$ cat config.mk
export PLATFORM = sky130hd
export DESIGN_NAME = gn3_fade
export DESIGN_NICKNAME = d
export VERILOG_FILES = /design/src/hdl/gn3_pkg.sv /design/src/hdl/gn3_fade.sv
export SDC_FILE = /design/constraint.sdc
export NUM_CORES = 2
export LEC_CHECK = 0
export BUFFER_PORTS_ARGS = -buffer_cell sky130_fd_sc_hd__buf_4
export CELL_PAD_IN_SITES_DETAIL_PLACEMENT = 1
export CELL_PAD_IN_SITES_GLOBAL_PLACEMENT = 1
export CORE_ASPECT_RATIO = 2
export CORE_MARGIN = 2
export CORE_UTILIZATION = 34
export CTS_CLUSTER_SIZE = 8
export DETAILED_ROUTE_END_ITERATION = 8
export PLACE_DENSITY_LB_ADDON = 0.1
export SLEW_MARGIN = 20
export SYNTH_ARGS = -nofsm -noshare
export SYNTH_HDL_FRONTEND = slang
export SYNTH_SLANG_ARGS = --single-unit
$ cat constraint.sdc
create_clock -name clk -period 9 [get_ports clk]
set_input_delay 0.9 -clock clk [delete_from_list [all_inputs] [get_ports clk]]
set_output_delay 0.9 -clock clk [all_outputs]
set_load 0.03 [all_outputs]
$ cat src/hdl/gn3_pkg.sv
// Shared types, constants and helpers for the 3D gradient noise block.
package gn3_pkg;
	localparam int TABLE_SIZE_DEF = 256;
	localparam int FRAC_BITS_DEF = 16;
	localparam int IDX_W = 8;
	localparam int COORD_W = 24;
	localparam int OUT_W = 17;
	localparam logic CMD_WRITE = 1'b0;
	localparam logic CMD_EVAL = 1'b1;

	typedef struct packed {
		logic                      command;
		logic [IDX_W-1:0]          table_index;
		logic [IDX_W-1:0]          table_value;
		logic signed [COORD_W-1:0] coord_x;
		logic signed [COORD_W-1:0] coord_y;
		logic signed [COORD_W-1:0] coord_z;
	} req_t;

	// Gradient dot product for one corner; operands carry one integer bit plus sign.
	function automatic logic signed [27:0] grad_dot(input logic [3:0] h,
		input logic signed [27:0] x, input logic signed [27:0] y,
		input logic signed [27:0] z);
		logic signed [27:0] u;
		logic signed [27:0] v;
		begin
			u = (h < 4'd8) ? x : y;
			v = (h < 4'd4) ? y : ((h == 4'd12 || h == 4'd14) ? x : z);
			grad_dot = (h[0] ? -u : u) + (h[1] ? -v : v);
		end
	endfunction
endpackage

$ cat src/hdl/gn3_fade.sv
// Fade curve 6t^5-15t^4+10t^3 over four pipeline stages with enable.
module gn3_fade #(
	parameter int FRAC_BITS = gn3_pkg::FRAC_BITS_DEF
) (
	input  logic                 clk,
	input  logic                 en,
	input  logic [FRAC_BITS-1:0] t,
	output logic [FRAC_BITS:0]   f
);
	localparam int FB = FRAC_BITS;
	logic [FB-1:0] t_s1;
	logic [FB:0]   tt_s1, t3_s2, f_s3;
	logic signed [FB+5:0] in_s2;
	logic [2*FB+1:0] p_tt, p_t3;
	logic signed [2*FB+7:0] p_in, p_f;
	logic signed [FB+5:0] lin;

	assign p_tt = (2*FB+2)'(t) * (2*FB+2)'(t);
	assign lin = (FB+6)'(signed'({1'b0, t})) * (FB+6)'(6)
		- (FB+6)'(signed'(15 << FB));

	always_ff @(posedge clk) begin
		if (en) begin
			t_s1 <= t;
			tt_s1 <= (FB+1)'(p_tt >> FB);
			t3_s2 <= (FB+1)'(p_t3 >> FB);
			in_s2 <= (FB+6)'(p_in >>> FB) + (FB+6)'(signed'(10 << FB));
			f_s3 <= (FB+1)'(p_f >>> FB);
			f <= f_s3;
		end
	end

	logic signed [FB+5:0] lin_s1;
	always_ff @(posedge clk) begin
		if (en)
			lin_s1 <= lin;
	end
	assign p_t3 = (2*FB+2)'(tt_s1) * (2*FB+2)'(t_s1);
	assign p_in = (2*FB+8)'(signed'({1'b0, t_s1})) * (2*FB+8)'(lin_s1);
	assign p_f = (2*FB+8)'(signed'({1'b0, t3_s2})) * (2*FB+8)'(in_s2);
endmodule

# Yosys cells after proc, flatten, opt, wreduce, memory -nomap -nowiden
# Index checks and enable logic that the tools add are counted.
# op_classes
addsub	2
multipliers	5
# op_table
operator	count
16-bit by 16-bit multiplier with 32-bit output	2
17-bit by 21-bit multiplier with 38-bit output	1
18-bit by 22-bit multiplier with 33-bit output	1
22-bit by 21-bit adder with 22-bit output, second input constant	1
19-bit by 20-bit subtractor with 21-bit output, second input constant	1
16-bit by 2-bit multiplier with 18-bit output, second input constant	1
# totals
output_inout_bits	17
in_bits	18
reg_bits	126
wordCells	14

# Longest topological paths before layout
# logic_depth
depth_word	2
mapped_depth	32
ltp_nobuf	31

# Worst setup path after synthesis
# OpenSTA, ideal clock, no wires.
# synth_path
path_type	register -> register
start	register t_s1[8]
end	register in_s2[21], data pin
path_buffers	2
path_stages_with_launch	31
required_time_ns	8.740
t_arrival_ns	7.170
slack_ns	1.570
period_less_slack_ns	7.430
setup_time_ns	0.260
path_cell_list	edfxtp_1 -> clkbuf_1 -> clkbuf_1 -> nand2_1 -> fa_1 -> inv_1 -> fa_1 -> inv_1 -> fa_1 -> inv_1 -> fa_1 -> fa_1 -> inv_1 -> fa_1 -> inv_1 -> ha_1 -> a211o_1 -> o211ai_1 -> a21oi_1 -> a22oi_1 -> nand4_1 -> a31oi_1 -> o21bai_1 -> xor2_1 -> ha_1 -> a2111oi_0 -> a31o_2 -> nor3b_1 -> and4_1 -> o21ba_1 -> xnor2_1
# synth_via
elab_chain_cells	2
# synth_lines
item	line	rtl
from (decl)	gn3_fade.sv:11	logic [FB-1:0] t_s1;
from (signal assigned)	gn3_fade.sv:24	t_s1 <= t;
17-bit by 21-bit multiplier with 38-bit output	gn3_fade.sv:39	assign p_in = (2*FB+8)'(signed'({1'b0, t_s1})) * (2*FB+8)'(lin_s1);
22-bit by 21-bit adder with 22-bit output	gn3_fade.sv:27	in_s2 <= (FB+6)'(p_in >>> FB) + (FB+6)'(signed'(10 << FB));
to (signal assigned)	gn3_fade.sv:27	
to (decl)	gn3_fade.sv:13	logic signed [FB+5:0] in_s2;
# Every way passes these cells.
# A chain may end at the register's enable or synchronous reset.

# Worst setup path in the final report
# layout_path
start	register t_s1[11]
end	register in_s2[21], data pin
# The elaborated chain is that of the path after synthesis.

==> run metrics <==
status=finished clean; met2 Use GR=36.9%; Post-synth ARST share=0%; worst hold path class=reg2reg; Post-synth EDFFs=122; fin. max-slew vios=0; Highest Clock Rate=0.126 GHz; CTS Buf Count=17; main combinational cell family by area after synthesis=adder cells; Placed Instances=5894; Clock Skews=0.0237 ns; XOR/XNOR Fraction of Synth Area=2.37%; Post-Synth Simple-Gate Area=13.6%; GR Util met3=1.41%; r2r setup slk=1.03 ns; Worst-path clk slew=0.08 ns; CTS tree=built; CP required=9.28 ns; Die Area=125000 µm²; sequential-to-total area share from yosys stat=8.84%; Yosys cell types=59; crit path max fanout=20; Post-synth top flop=edfxtp_1; cts hold-fix bufs=0; Vias=28064; number of port buffers=34; Sink Count=122; GP Congestion=0.802; 1st-iter DRT viols=878; Layout area overhead=6.27%; final setup fails=0; die width=251 µm; highest cell delay on the worst timing path=0.97 ns; die height=498 µm; post-DR vias/cell=4.73; wire per inst=19.5 µm; Setup TNS=0 ns; critical path startpoint=t_s1[11]$_DFFE_PP_; CP Capture Type=flip-flop; post-synthesis compound-gate area fraction=3.52%; CTS max path bufs=2; syn_nets=5798; cell mode on critical path=fa_1; largest net degree at the start of global routing=73; GR peak layer=met2; Yosys reg bits=122; H-tree lvl count=4; Synth warnings=0; area of the mapped netlist=41400 µm²; Max-Cap Viols=0; met1 usage=25.3%; Clk Latency, worst-skew pair=0.53 ns; starting density of the core=34.2%; Worst EP arrival=8.25 ns; Slew @ Worst Pin=1.10 ns; r2r endpoint=in_s2[21]$_DFFE_PP_; Slew Limit Headroom=26.4%; number of global-route vias before repair=33785; Final min period=7.97 ns; Rows=181; DR DRC count=0; setup ws final=1.03 ns; Mapped Cells=4412; Crit Path Class=reg2reg; CP max stage cell=edfxtp_1; crit start category=flip-flop; most frequent cells in the layout=inv_1 (1240), fa_1 (973), nand2_1 (643); RSZ-0062 raised after global routing=no; reg2reg start=t_s1[11]$_DFFE_PP_; post-CTS setup buffers=0; mux cell area share after synthesis=0.0513%; Final Hold Violating Endpoints=0; GRT Util Overall=20.0%; first-pass GRT wire length=191 mm; reg2reg path depth=25; most common cell after layout, fill and taps aside=inv_1; Post-Syn Area per Cell=9.39 µm²; Non-Filler Instances=5930; I/O pins=35; clock root buffer=clkbuf_16; ANT nets after route=0; Core Region=121000 µm²; layout cell share with drive strength beyond 1=3.16%; grt ovf=0; drt total wl=116 mm; cts repair resizes=0; Final #Nets=5744; adder-cell area share of the yosys netlist=58.9%; DP HPWL=95.1 mm; worst setup path endpoint=in_s2[21]$_DFFE_PP_; first-pass detailed-route iteration total=5; Placement Setup Slack=0.980 ns; period utilisation layout=88.5%; initial antenna violation count=3
==> worst min path at each step <==
stage                                  to  depth (start not counted)                from
after global placement     f[9]$_DFFE_PP_                          0   f_s3[9]$_DFFE_PP_
after CTS                 f[16]$_DFFE_PP_                          0  f_s3[16]$_DFFE_PP_
final                     f[10]$_DFFE_PP_                          0  f_s3[10]$_DFFE_PP_
after floorplan            f[0]$_DFFE_PP_                          0   f_s3[0]$_DFFE_PP_
after global routing       f[5]$_DFFE_PP_                          0   f_s3[5]$_DFFE_PP_
after detailed placement  f[16]$_DFFE_PP_                          0  f_s3[16]$_DFFE_PP_
==> area by class of cell <==
cell class | count | area, µm²
clock inverter | 15 | 150
sequential | 122 | 3660
clock buffer | 17 | 425
inverter | 1241 | 4660
multi-input combinational | 2888 | 32500
fill | 13893 | 77100
timing repair buffer | 88 | 672
antenna | 4 | 10.0
tap | 1555 | 1950
==> kinds of logic after synthesis <==
group | after synthesis
compound gates | 211
simple gates | 1195
buf+inv | 1402
flops | 122
mux | 2
fa+ha+maj | 1368
xor+xnor | 112
==> Yosys cell counts, types with 11 or more instances <==
cell	n	area (µm²)
clkbuf_1	161	604
nand4_1	12	75.1
edfxtp_1	122	3660
nand3_1	28	140
ha_1	395	4940
and3_1	11	68.8
xnor2_1	83	727
nor2_1	80	300
a21oi_1	54	270
o21ai_0	30	150
nor3_1	25	125
xor2_1	29	254
inv_1	1240	4650
a21o_1	28	210
fa_1	973	19500
and2_1	356	2230
o21a_1	19	143
nand2_1	643	2410
==> state kept, by name (all words and copies together) (netlist names) <==
register and count:
t_s1 16, lin_s1 18, t3_s2 16, in_s2 22, f_s3 17, tt_s1 16, f 17
==> stage by stage <==
step	area [µm²]	hold slack (ns)	util, %
CTS	44000	0.420	36.3
detailed placement	43400	0.405	35.9
global placement	43400	0.401	35.8
floorplan	41400	0.400	-
global route	44000	0.426	36.3
finish	44000	0.414	36.3
==> critical path, delay by kind of cell, from the launching register on <==
kind / cells / cell delay, ns
AO/OA/AOI/OAI: 7 / 1.38
XOR/XNOR: 2 / 0.28
adder cells (fa/ha/maj): 8 / 3.66
buffers and inverters: 3 / 0.15
flip-flops: 1 / 0.97
AND/OR/NAND/NOR: 5 / 1.30
==> routing by layer <==
layer  up-vias  wire length [µm]
li1      12714                 -
met1     15027             50000
met2       235             61200
met3        88              1740
met4         0              2650
met5         -                 0
Power is left out: the tool's default activity adds up to more than one toggle a clock period on the data nets, which glitch-free logic cannot reach.
