## config.mk

```make
export PLATFORM = sky130hd
export DESIGN_NAME = gn3_lerp
export DESIGN_NICKNAME = d
export VERILOG_FILES = /design/src/hdl/gn3_pkg.sv /design/src/hdl/gn3_lerp.sv
export SDC_FILE = /design/constraint.sdc
export NUM_CORES = 1
export LEC_CHECK = 0
export BUFFER_PORTS_ARGS = -buffer_cell sky130_fd_sc_hd__buf_2
export CAP_MARGIN = 0
export CORE_MARGIN = 1
export CORE_UTILIZATION = 50
export DETAILED_ROUTE_END_ITERATION = 8
export HOLD_SLACK_MARGIN = 0.15
export MAX_ROUTING_LAYER = met4
export PLACE_DENSITY = 0.68
export SLEW_MARGIN = 15
export SYNTH_ARGS = -nofsm -noshare
export SYNTH_HDL_FRONTEND = slang
export SYNTH_SLANG_ARGS = --single-unit
```

## constraint.sdc

```tcl
create_clock -name clk -period 13.45 [get_ports clk]
set_input_delay 2.69 -clock clk [delete_from_list [all_inputs] [get_ports clk]]
set_output_delay 2.69 -clock clk [all_outputs]
set_load 0.005 [all_outputs]
```

## src/hdl/gn3_pkg.sv

```systemverilog
// Shared types, constants and helpers for the 3D gradient noise block.
package gn3_pkg;
	localparam int TABLE_SIZE_DEF = 256;
	localparam int FRAC_BITS_DEF = 16;
	localparam int IDX_W = 8;
	localparam int COORD_W = 24;
	localparam int OUT_W = 17;
	localparam logic CMD_WRITE = 1'b0;
	localparam logic CMD_EVAL = 1'b1;

	typedef struct packed {
		logic                      command;
		logic [IDX_W-1:0]          table_index;
		logic [IDX_W-1:0]          table_value;
		logic signed [COORD_W-1:0] coord_x;
		logic signed [COORD_W-1:0] coord_y;
		logic signed [COORD_W-1:0] coord_z;
	} req_t;

	// Gradient dot product for one corner; operands carry one integer bit plus sign.
	function automatic logic signed [27:0] grad_dot(input logic [3:0] h,
		input logic signed [27:0] x, input logic signed [27:0] y,
		input logic signed [27:0] z);
		logic signed [27:0] u;
		logic signed [27:0] v;
		begin
			u = (h < 4'd8) ? x : y;
			v = (h < 4'd4) ? y : ((h == 4'd12 || h == 4'd14) ? x : z);
			grad_dot = (h[0] ? -u : u) + (h[1] ? -v : v);
		end
	endfunction
endpackage

```

## src/hdl/gn3_lerp.sv

```systemverilog
// Registered blend a + t*(b-a) with floor truncation.
module gn3_lerp #(
	parameter int FRAC_BITS = gn3_pkg::FRAC_BITS_DEF
) (
	input  logic                       clk,
	input  logic                       en,
	input  logic [FRAC_BITS:0]         t,
	input  logic signed [FRAC_BITS+11:0] a,
	input  logic signed [FRAC_BITS+11:0] b,
	output logic signed [FRAC_BITS+11:0] y
);
	localparam int W = FRAC_BITS + 12;
	logic signed [2*W:0] p;
	assign p = (2*W+1)'(signed'({1'b0, t})) * (2*W+1)'(b - a);
	always_ff @(posedge clk) begin
		if (en)
			y <= a + W'(p >>> FRAC_BITS);
	end
endmodule

```

**After elaboration in Yosys (flattened, before gate mapping)**

Cells that the tools add are included.
W data, S select, Z words.

- Register bits after elaboration: 28
- Bits of input ports: 75
- Logic and storage cells: 4

- Add/sub/neg operators: 2
- $mul: 1

Operator list:

| operator | number |
|---|---|
| $mul A18 B29 Y44 | 1 |
| $sub A28 B28 Y29 | 1 |
| $add A28 B28 Y28 | 1 |

**Depth between registers and ports, before layout**

Gate-level depths: netlist of the first run.

- Word-level depth: 3
- Mapped depth: 45
- Gate-level depth less buffers: 45

**Least setup slack after synthesis of the first run**

OpenSTA, ideal clock, no wires.

- Kind: input port to flip-flop
- From: input a[2]
- To: register y[27] (data pin)
- Stages: 42
- Path buffers: 1
- Path slack: 0.861 ns
- Data required time: 13.182 ns
- Data arrival time: 12.321 ns
- Path through: inv_1 > ha_1 > nor2b_1 > o31a_1 > or4_4 > a21boi_2 > o31ai_2 > a21bo_1 > a21o_1 > a21oi_4 > buf_2 > o311ai_0 > fa_1 > inv_1 > fa_1 > fa_1 > inv_1 > fa_1 > (+6 left out) > nand4_1 > nor4_1 > a21oi_1 > a21boi_0 > or2_2 > a21o_1 > xor2_1 > ha_1 > and3_4 > and4_1 > a221oi_2 > o21ai_1 > a221o_1 > a21oi_2 > nor2b_1 > o21a_1 > o41a_1 > xnor3_1

- Cells in the longest elaborated chain, start to end: 3

RTL lines:

| element | RTL line | RTL |
|---|---|---|
| from (decl) | gn3_lerp.sv:8 | `input logic signed [FRAC_BITS+11:0] a,` |
| $sub A28 B28 Y29 | gn3_lerp.sv:14 | `assign p = (2*W+1)'(signed'({1'b0, t})) * (2*W+1)'(b - a);` |
| $mul A18 B29 Y44 | gn3_lerp.sv:14 |  |
| $add A28 B28 Y28 (*) | gn3_lerp.sv:17 | `y <= a + W'(p >>> FRAC_BITS);` |
| to (signal assigned) | gn3_lerp.sv:17 |  |
| to (decl) | gn3_lerp.sv:10 | `output logic signed [FRAC_BITS+11:0] y` |

Every way passes the cells marked *; elsewhere a longest branch is shown, timed or not.
A chain may end at the register's enable or synchronous reset.

**Worst setup path after layout of the first run**

- From: input b[0]
- To: register y[27] (data pin)

- Cells in the longest elaborated chain, start to end: 3

RTL lines:

| element | RTL line | RTL |
|---|---|---|
| from (decl) | gn3_lerp.sv:9 | `input logic signed [FRAC_BITS+11:0] b,` |
| $sub A28 B28 Y29 | gn3_lerp.sv:14 |  |
| $mul A18 B29 Y44 | gn3_lerp.sv:14 |  |
| $add A28 B28 Y28 | gn3_lerp.sv:17 |  |

No other way between the ends.

==> impl_results.md, run 1 <==
* Area grow syn2layout at 8.90%
* DR WL/cell at 18.9 µm
* FFs w/ async S/R, synth at 0%
* Worst min-delay path class: input pin to register
* Largest fanout on the critical path at 12
* WP data arrival at 13.17 ns
* Core ar. at 0.0401 mm²
* Worst slack, placed at -0.225 ns
* Status: completed
* Levels on crit path at 46
* Fillers at 3702
* Distinct cells, synth at 69
* Crit Path Class: input pin to register
* Area leader, netlist: fa_1
* Worst-path clk slew at 0.08 ns
* Max Fclk at 76.1 MHz
* H-tree levels at 1
* Diodes inserted at 0
* Worst setup path start: b[0]
* Post-Layout Cell Count at 2988
* Syn Nets at 3042
* Largest cells by area after synthesis: fa_1 45%, inv_1 11%, ha_1 9.8%
* Num rows at 73
* Total vias in the final route at 16169
* Largest net degree at the start of global routing at 57
* Clock Root Buffer: clkbuf_16
* Fin Setup TNS at 0 ns
* Placer Congestion at 0.944
* Post-synth EDFFs at 28
* Leading cell types in the layout, fill and taps excluded: 618 x inv_1, 456 x fa_1, 268 x nand2_1
* # setup viols final at 0
* CTS Hold Bufs at 0
* Startpoint types: input pin
* Register area share after synthesis at 4.10%
* Die W at 205 µm
* Crit path capture: y[27]
* Yosys warnings at 0
* Fraction of layout cells with a size suffix above 1 at 10.1%
* Largest Register: y
* Maxcap violations at 0
* Num ports at 103
* Max reg flops at 28
* Dpl hpwl at 45700 µm
* Final period utilization at 97.7%
* Largest registers: y (28)
* Final hold vios at 0
* Mapped Area at 0.0205 mm²
* Detailed-route DRC error count at 0
* Global-route wire length before repair at 92000 µm
* Final Slew Violations at 0
* CTS tree: built
* Worst path required time at 13.49 ns
* Vias in the first global route at 17661
* DIE HEIGHT at 205 µm
* Slew margin rel. at 31.9%
* Post-Route WL at 56500 µm
* Final setup margin at 0.314 ns
* CP Buf/Inv Count at 7
* Post-synth top flop: edfxtp_1
* Share of the synthesized area in the top cell type at 44.5%
* Post-route ant nets at 0
* Cells after Synth at 2351
* Die footprint at 0.0418 mm²
* Fin crit period at 13.14 ns
* Grt total ovfl at 0
* Crit. End Element: register
* CP delay by family, top: adder cells
* DRT iter0 DRCs at 926
* Port bufs at 102
* RSZ-0062 raised after global routing: yes
* Nets at 3156
* Average size of a mapped cell at 8.72 µm²
* Cell Count Post-Placement at 2985
* Tot GR Track Use at 29.2%
* Worst slew pin tran at 1.02 ns
* Most common cell after layout, fill and taps aside: inv_1
* Worst path max stage delay at 0.54 ns
* CTS max path bufs at 2
* Antenna violations before repair at 0
* Via-to-Cell Ratio at 5.41
* # clock sinks at 28
* Slowest cell on crit path: fa_1
* Cell mode on critical path: fa_1
* Starting density of the core at 51.1%
* Yosys reg bits at 28
* Drt pass-1 iters at 6
* TritonCTS Buffers at 3
## cells by family (layout without fill, tap and decap cells)
group,Yosys count,in the layout,synth area share [%]
flip-flops,28,28,4.10
buffers and inverters,716,828,13.2
AND/OR/NAND/NOR,668,668,16.2
adder cells (fa/ha/maj),616,616,54.3
AO/OA/AOI/OAI,240,240,8.56
XOR/XNOR,83,83,3.61
## routing by layer
metal  share of wire [%]  global-route usage (%)  up-vias  routed length (µm)
li1                    -                       -     7245                   -
met1                  40                    36.2     8250               22900
met2                  50                    49.6      550               28400
met3                 5.9                    3.80      124                3350
met4                 3.3                    9.17        0                1860
met5                   0                       -        -                   0
## how the worst min path moves through the flow
stage	cells after the start	slack, ns	to	startpoint
after floorplan	0	2.80	y[0]	en
after global placement	2	3.02	y[0]	a[0]
after detailed placement	2	3.02	y[0]	a[0]
after CTS	2	2.73	y[0]	a[0]
after global routing	2	2.75	y[0]	a[0]
final	2	2.73	y[0]	a[0]
## final cells by class
| cell class | instances | area (µm²) | share of cell area, % |
|---|---|---|---|
| repair buffers | 207 | 1350 | 6.04 |
| well taps | 525 | 657 | 2.94 |
| flip-flops and latches | 28 | 841 | 3.77 |
| inverters | 618 | 2320 | 10.4 |
| clock buffers | 3 | 75.1 | 0.336 |
| multi-input cells | 1607 | 17100 | 76.5 |
## through the flow
stage                     hold slack (ns)  area, µm²  util (%)
final                                2.73      22300      55.7
after global routing                 2.75      22300      55.7
after CTS                            2.73      22200      55.4
after detailed placement             3.02      22100      55.2
after global placement               3.02      22100      55.2
after floorplan                      2.80      20500         -
## synth_stat cells (4+ instances only)
cell,instances
a211oi_1,4
a211oi_2,4
a21o_1,36
a21oi_1,62
a31oi_1,4
and2_1,223
and3_1,9
and4_1,4
buf_2,6
clkbuf_1,89
edfxtp_1,28
fa_1,456
ha_1,160
inv_1,618
nand2_1,268
nand2b_1,15
nand3_1,9
nand4b_1,12
nor2_1,73
nor2b_1,9
nor3_1,32
o21a_1,22
o21ai_0,27
o21bai_1,9
o311ai_0,10
o32a_1,10
o32ai_1,6
or2_2,4
xnor2_1,58
xor2_1,24
## repair_timing
item	in CTS	in global routing
gates resized for setup	0	17
endpoints found under the setup margin	0	6
buffers inserted	0	0
Power of run 1 is not shown: default switching activity piles up to over one toggle a cycle in this logic, so the estimate is an artifact.
==> inputs of run 2 (changes only) <==
--- a/config.mk
+++ b/config.mk
@@ -5,7 +5,7 @@
 export SDC_FILE = /design/constraint.sdc
 export NUM_CORES = 1
 export LEC_CHECK = 0
-export BUFFER_PORTS_ARGS = -buffer_cell sky130_fd_sc_hd__buf_2
+export BUFFER_PORTS_ARGS = -buffer_cell sky130_fd_sc_hd__buf_4
 export CAP_MARGIN = 0
 export CORE_MARGIN = 1
 export CORE_UTILIZATION = 50
==> impl_results.md, run 2 (synthesized netlist as in run 1, its figures left out) <==
* Status: completed
* CTS tree: built
* Placer Congestion at 0.947
* Largest net degree at the start of global routing at 55
* Detailed-route DRC error count at 0
* Core ar. at 0.0401 mm²
* Area grow syn2layout at 9.31%
* Post-route ant nets at 0
* CTS Hold Bufs at 0
* Cell mode on critical path: fa_1
* Largest registers: y (28)
* Post-Layout Cell Count at 2971
* Port bufs at 102
* Max reg flops at 28
* Max Fclk at 76.7 MHz
* Starting density of the core at 51.1%
* CP delay by family, top: adder cells
* Slew margin rel. at 26.9%
* Multi-input combinational cell area at 0.0171 mm²
* Maxcap violations at 0
* Die W at 205 µm
* Worst slew pin tran at 1.09 ns
* Fraction of layout cells with a size suffix above 1 at 9.44%
* Via-to-Cell Ratio at 5.41
* DIE HEIGHT at 205 µm
* Num rows at 73
* Fin crit period at 13.04 ns
* Total vias in the final route at 16083
* Drt pass-1 iters at 5
* Clock Root Buffer: clkbuf_16
* Worst path max stage delay at 0.54 ns
* Leading cell types in the layout, fill and taps excluded: 618 x inv_1, 456 x fa_1, 268 x nand2_1
* H-tree levels at 1
* DRT iter0 DRCs at 1094
* WP data arrival at 13.06 ns
* Slowest cell on crit path: fa_1
* # clock sinks at 28
* Antenna violations before repair at 1
* Dpl hpwl at 46400 µm
* Largest fanout on the critical path at 9
* TritonCTS Buffers at 3
* Worst path required time at 13.48 ns
* Diodes inserted at 0
* Grt total ovfl at 0
* Fillers at 3650
* Final hold vios at 0
* Crit Path Class: input pin to register
* Final period utilization at 96.9%
* FF+latch area at 841 µm²
* Global-route wire length before repair at 91600 µm
* CP Buf/Inv Count at 7
* Die footprint at 0.0418 mm²
* Final Slew Violations at 0
* # setup viols final at 0
* Vias in the first global route at 17443
* DR WL/cell at 19.2 µm
* Worst-path clk slew at 0.08 ns
* Tot GR Track Use at 29.4%
* CTS max path bufs at 2
* Cell Count Post-Placement at 2967
* Largest Register: y
* Num ports at 103
* Crit. End Element: register
* Startpoint types: input pin
* Most common cell after layout, fill and taps aside: inv_1
* Nets at 3139
* Worst min-delay path class: input pin to register
* Post-Route WL at 56900 µm
==> run 2: routing by layer <==
layer,wire (µm),track usage [%],part of all wire [%],vias up
met1,22700,36.3,40,8248
met4,1960,8.80,3.4,0
met3,3350,2.91,5.9,103
met5,0,-,0,-
met2,28900,51.0,51,523
li1,-,-,-,7209
==> run 2: final cells by class <==
class,count,area share [%]
tap,525,2.93
clock buffer,3,0.335
sequential,28,3.75
inverter,618,10.3
timing repair buffer,190,6.53
multi-input combinational,1607,76.1
==> run 2: final timing paths <==
| kind | from | endpoint | slack [ns] | depth (start not counted) |
|---|---|---|---|---|
| worst max-delay path | b[0] | y[27] | 0.41 | 46 |
| worst min-delay path | a[0] | y[0] | 2.72 | 2 |
==> run 2: per-stage QoR <==
stage | area (µm²) | hold WS, ns | utilization (%) | setup TNS, ns | setup slack (ns)
after floorplan | 20500 | 2.80 | - | 0 | 0.861
after global placement | 22300 | 3.00 | 55.5 | 0 | 0.0715
after detailed placement | 22300 | 3.01 | 55.5 | -0.0421 | -0.0421
after CTS | 22300 | 2.72 | 55.7 | 0 | 0.227
after global routing | 22400 | 2.73 | 55.9 | -0.0408 | -0.0408
final | 22400 | 2.72 | 55.9 | 0 | 0.415
==> run 2: what timing repair did <==
item	in CTS	in global routing
buffers inserted	0	1
setup endpoints to repair	0	2
gates resized for setup	0	17
Power of run 2 is left out for the same reason.
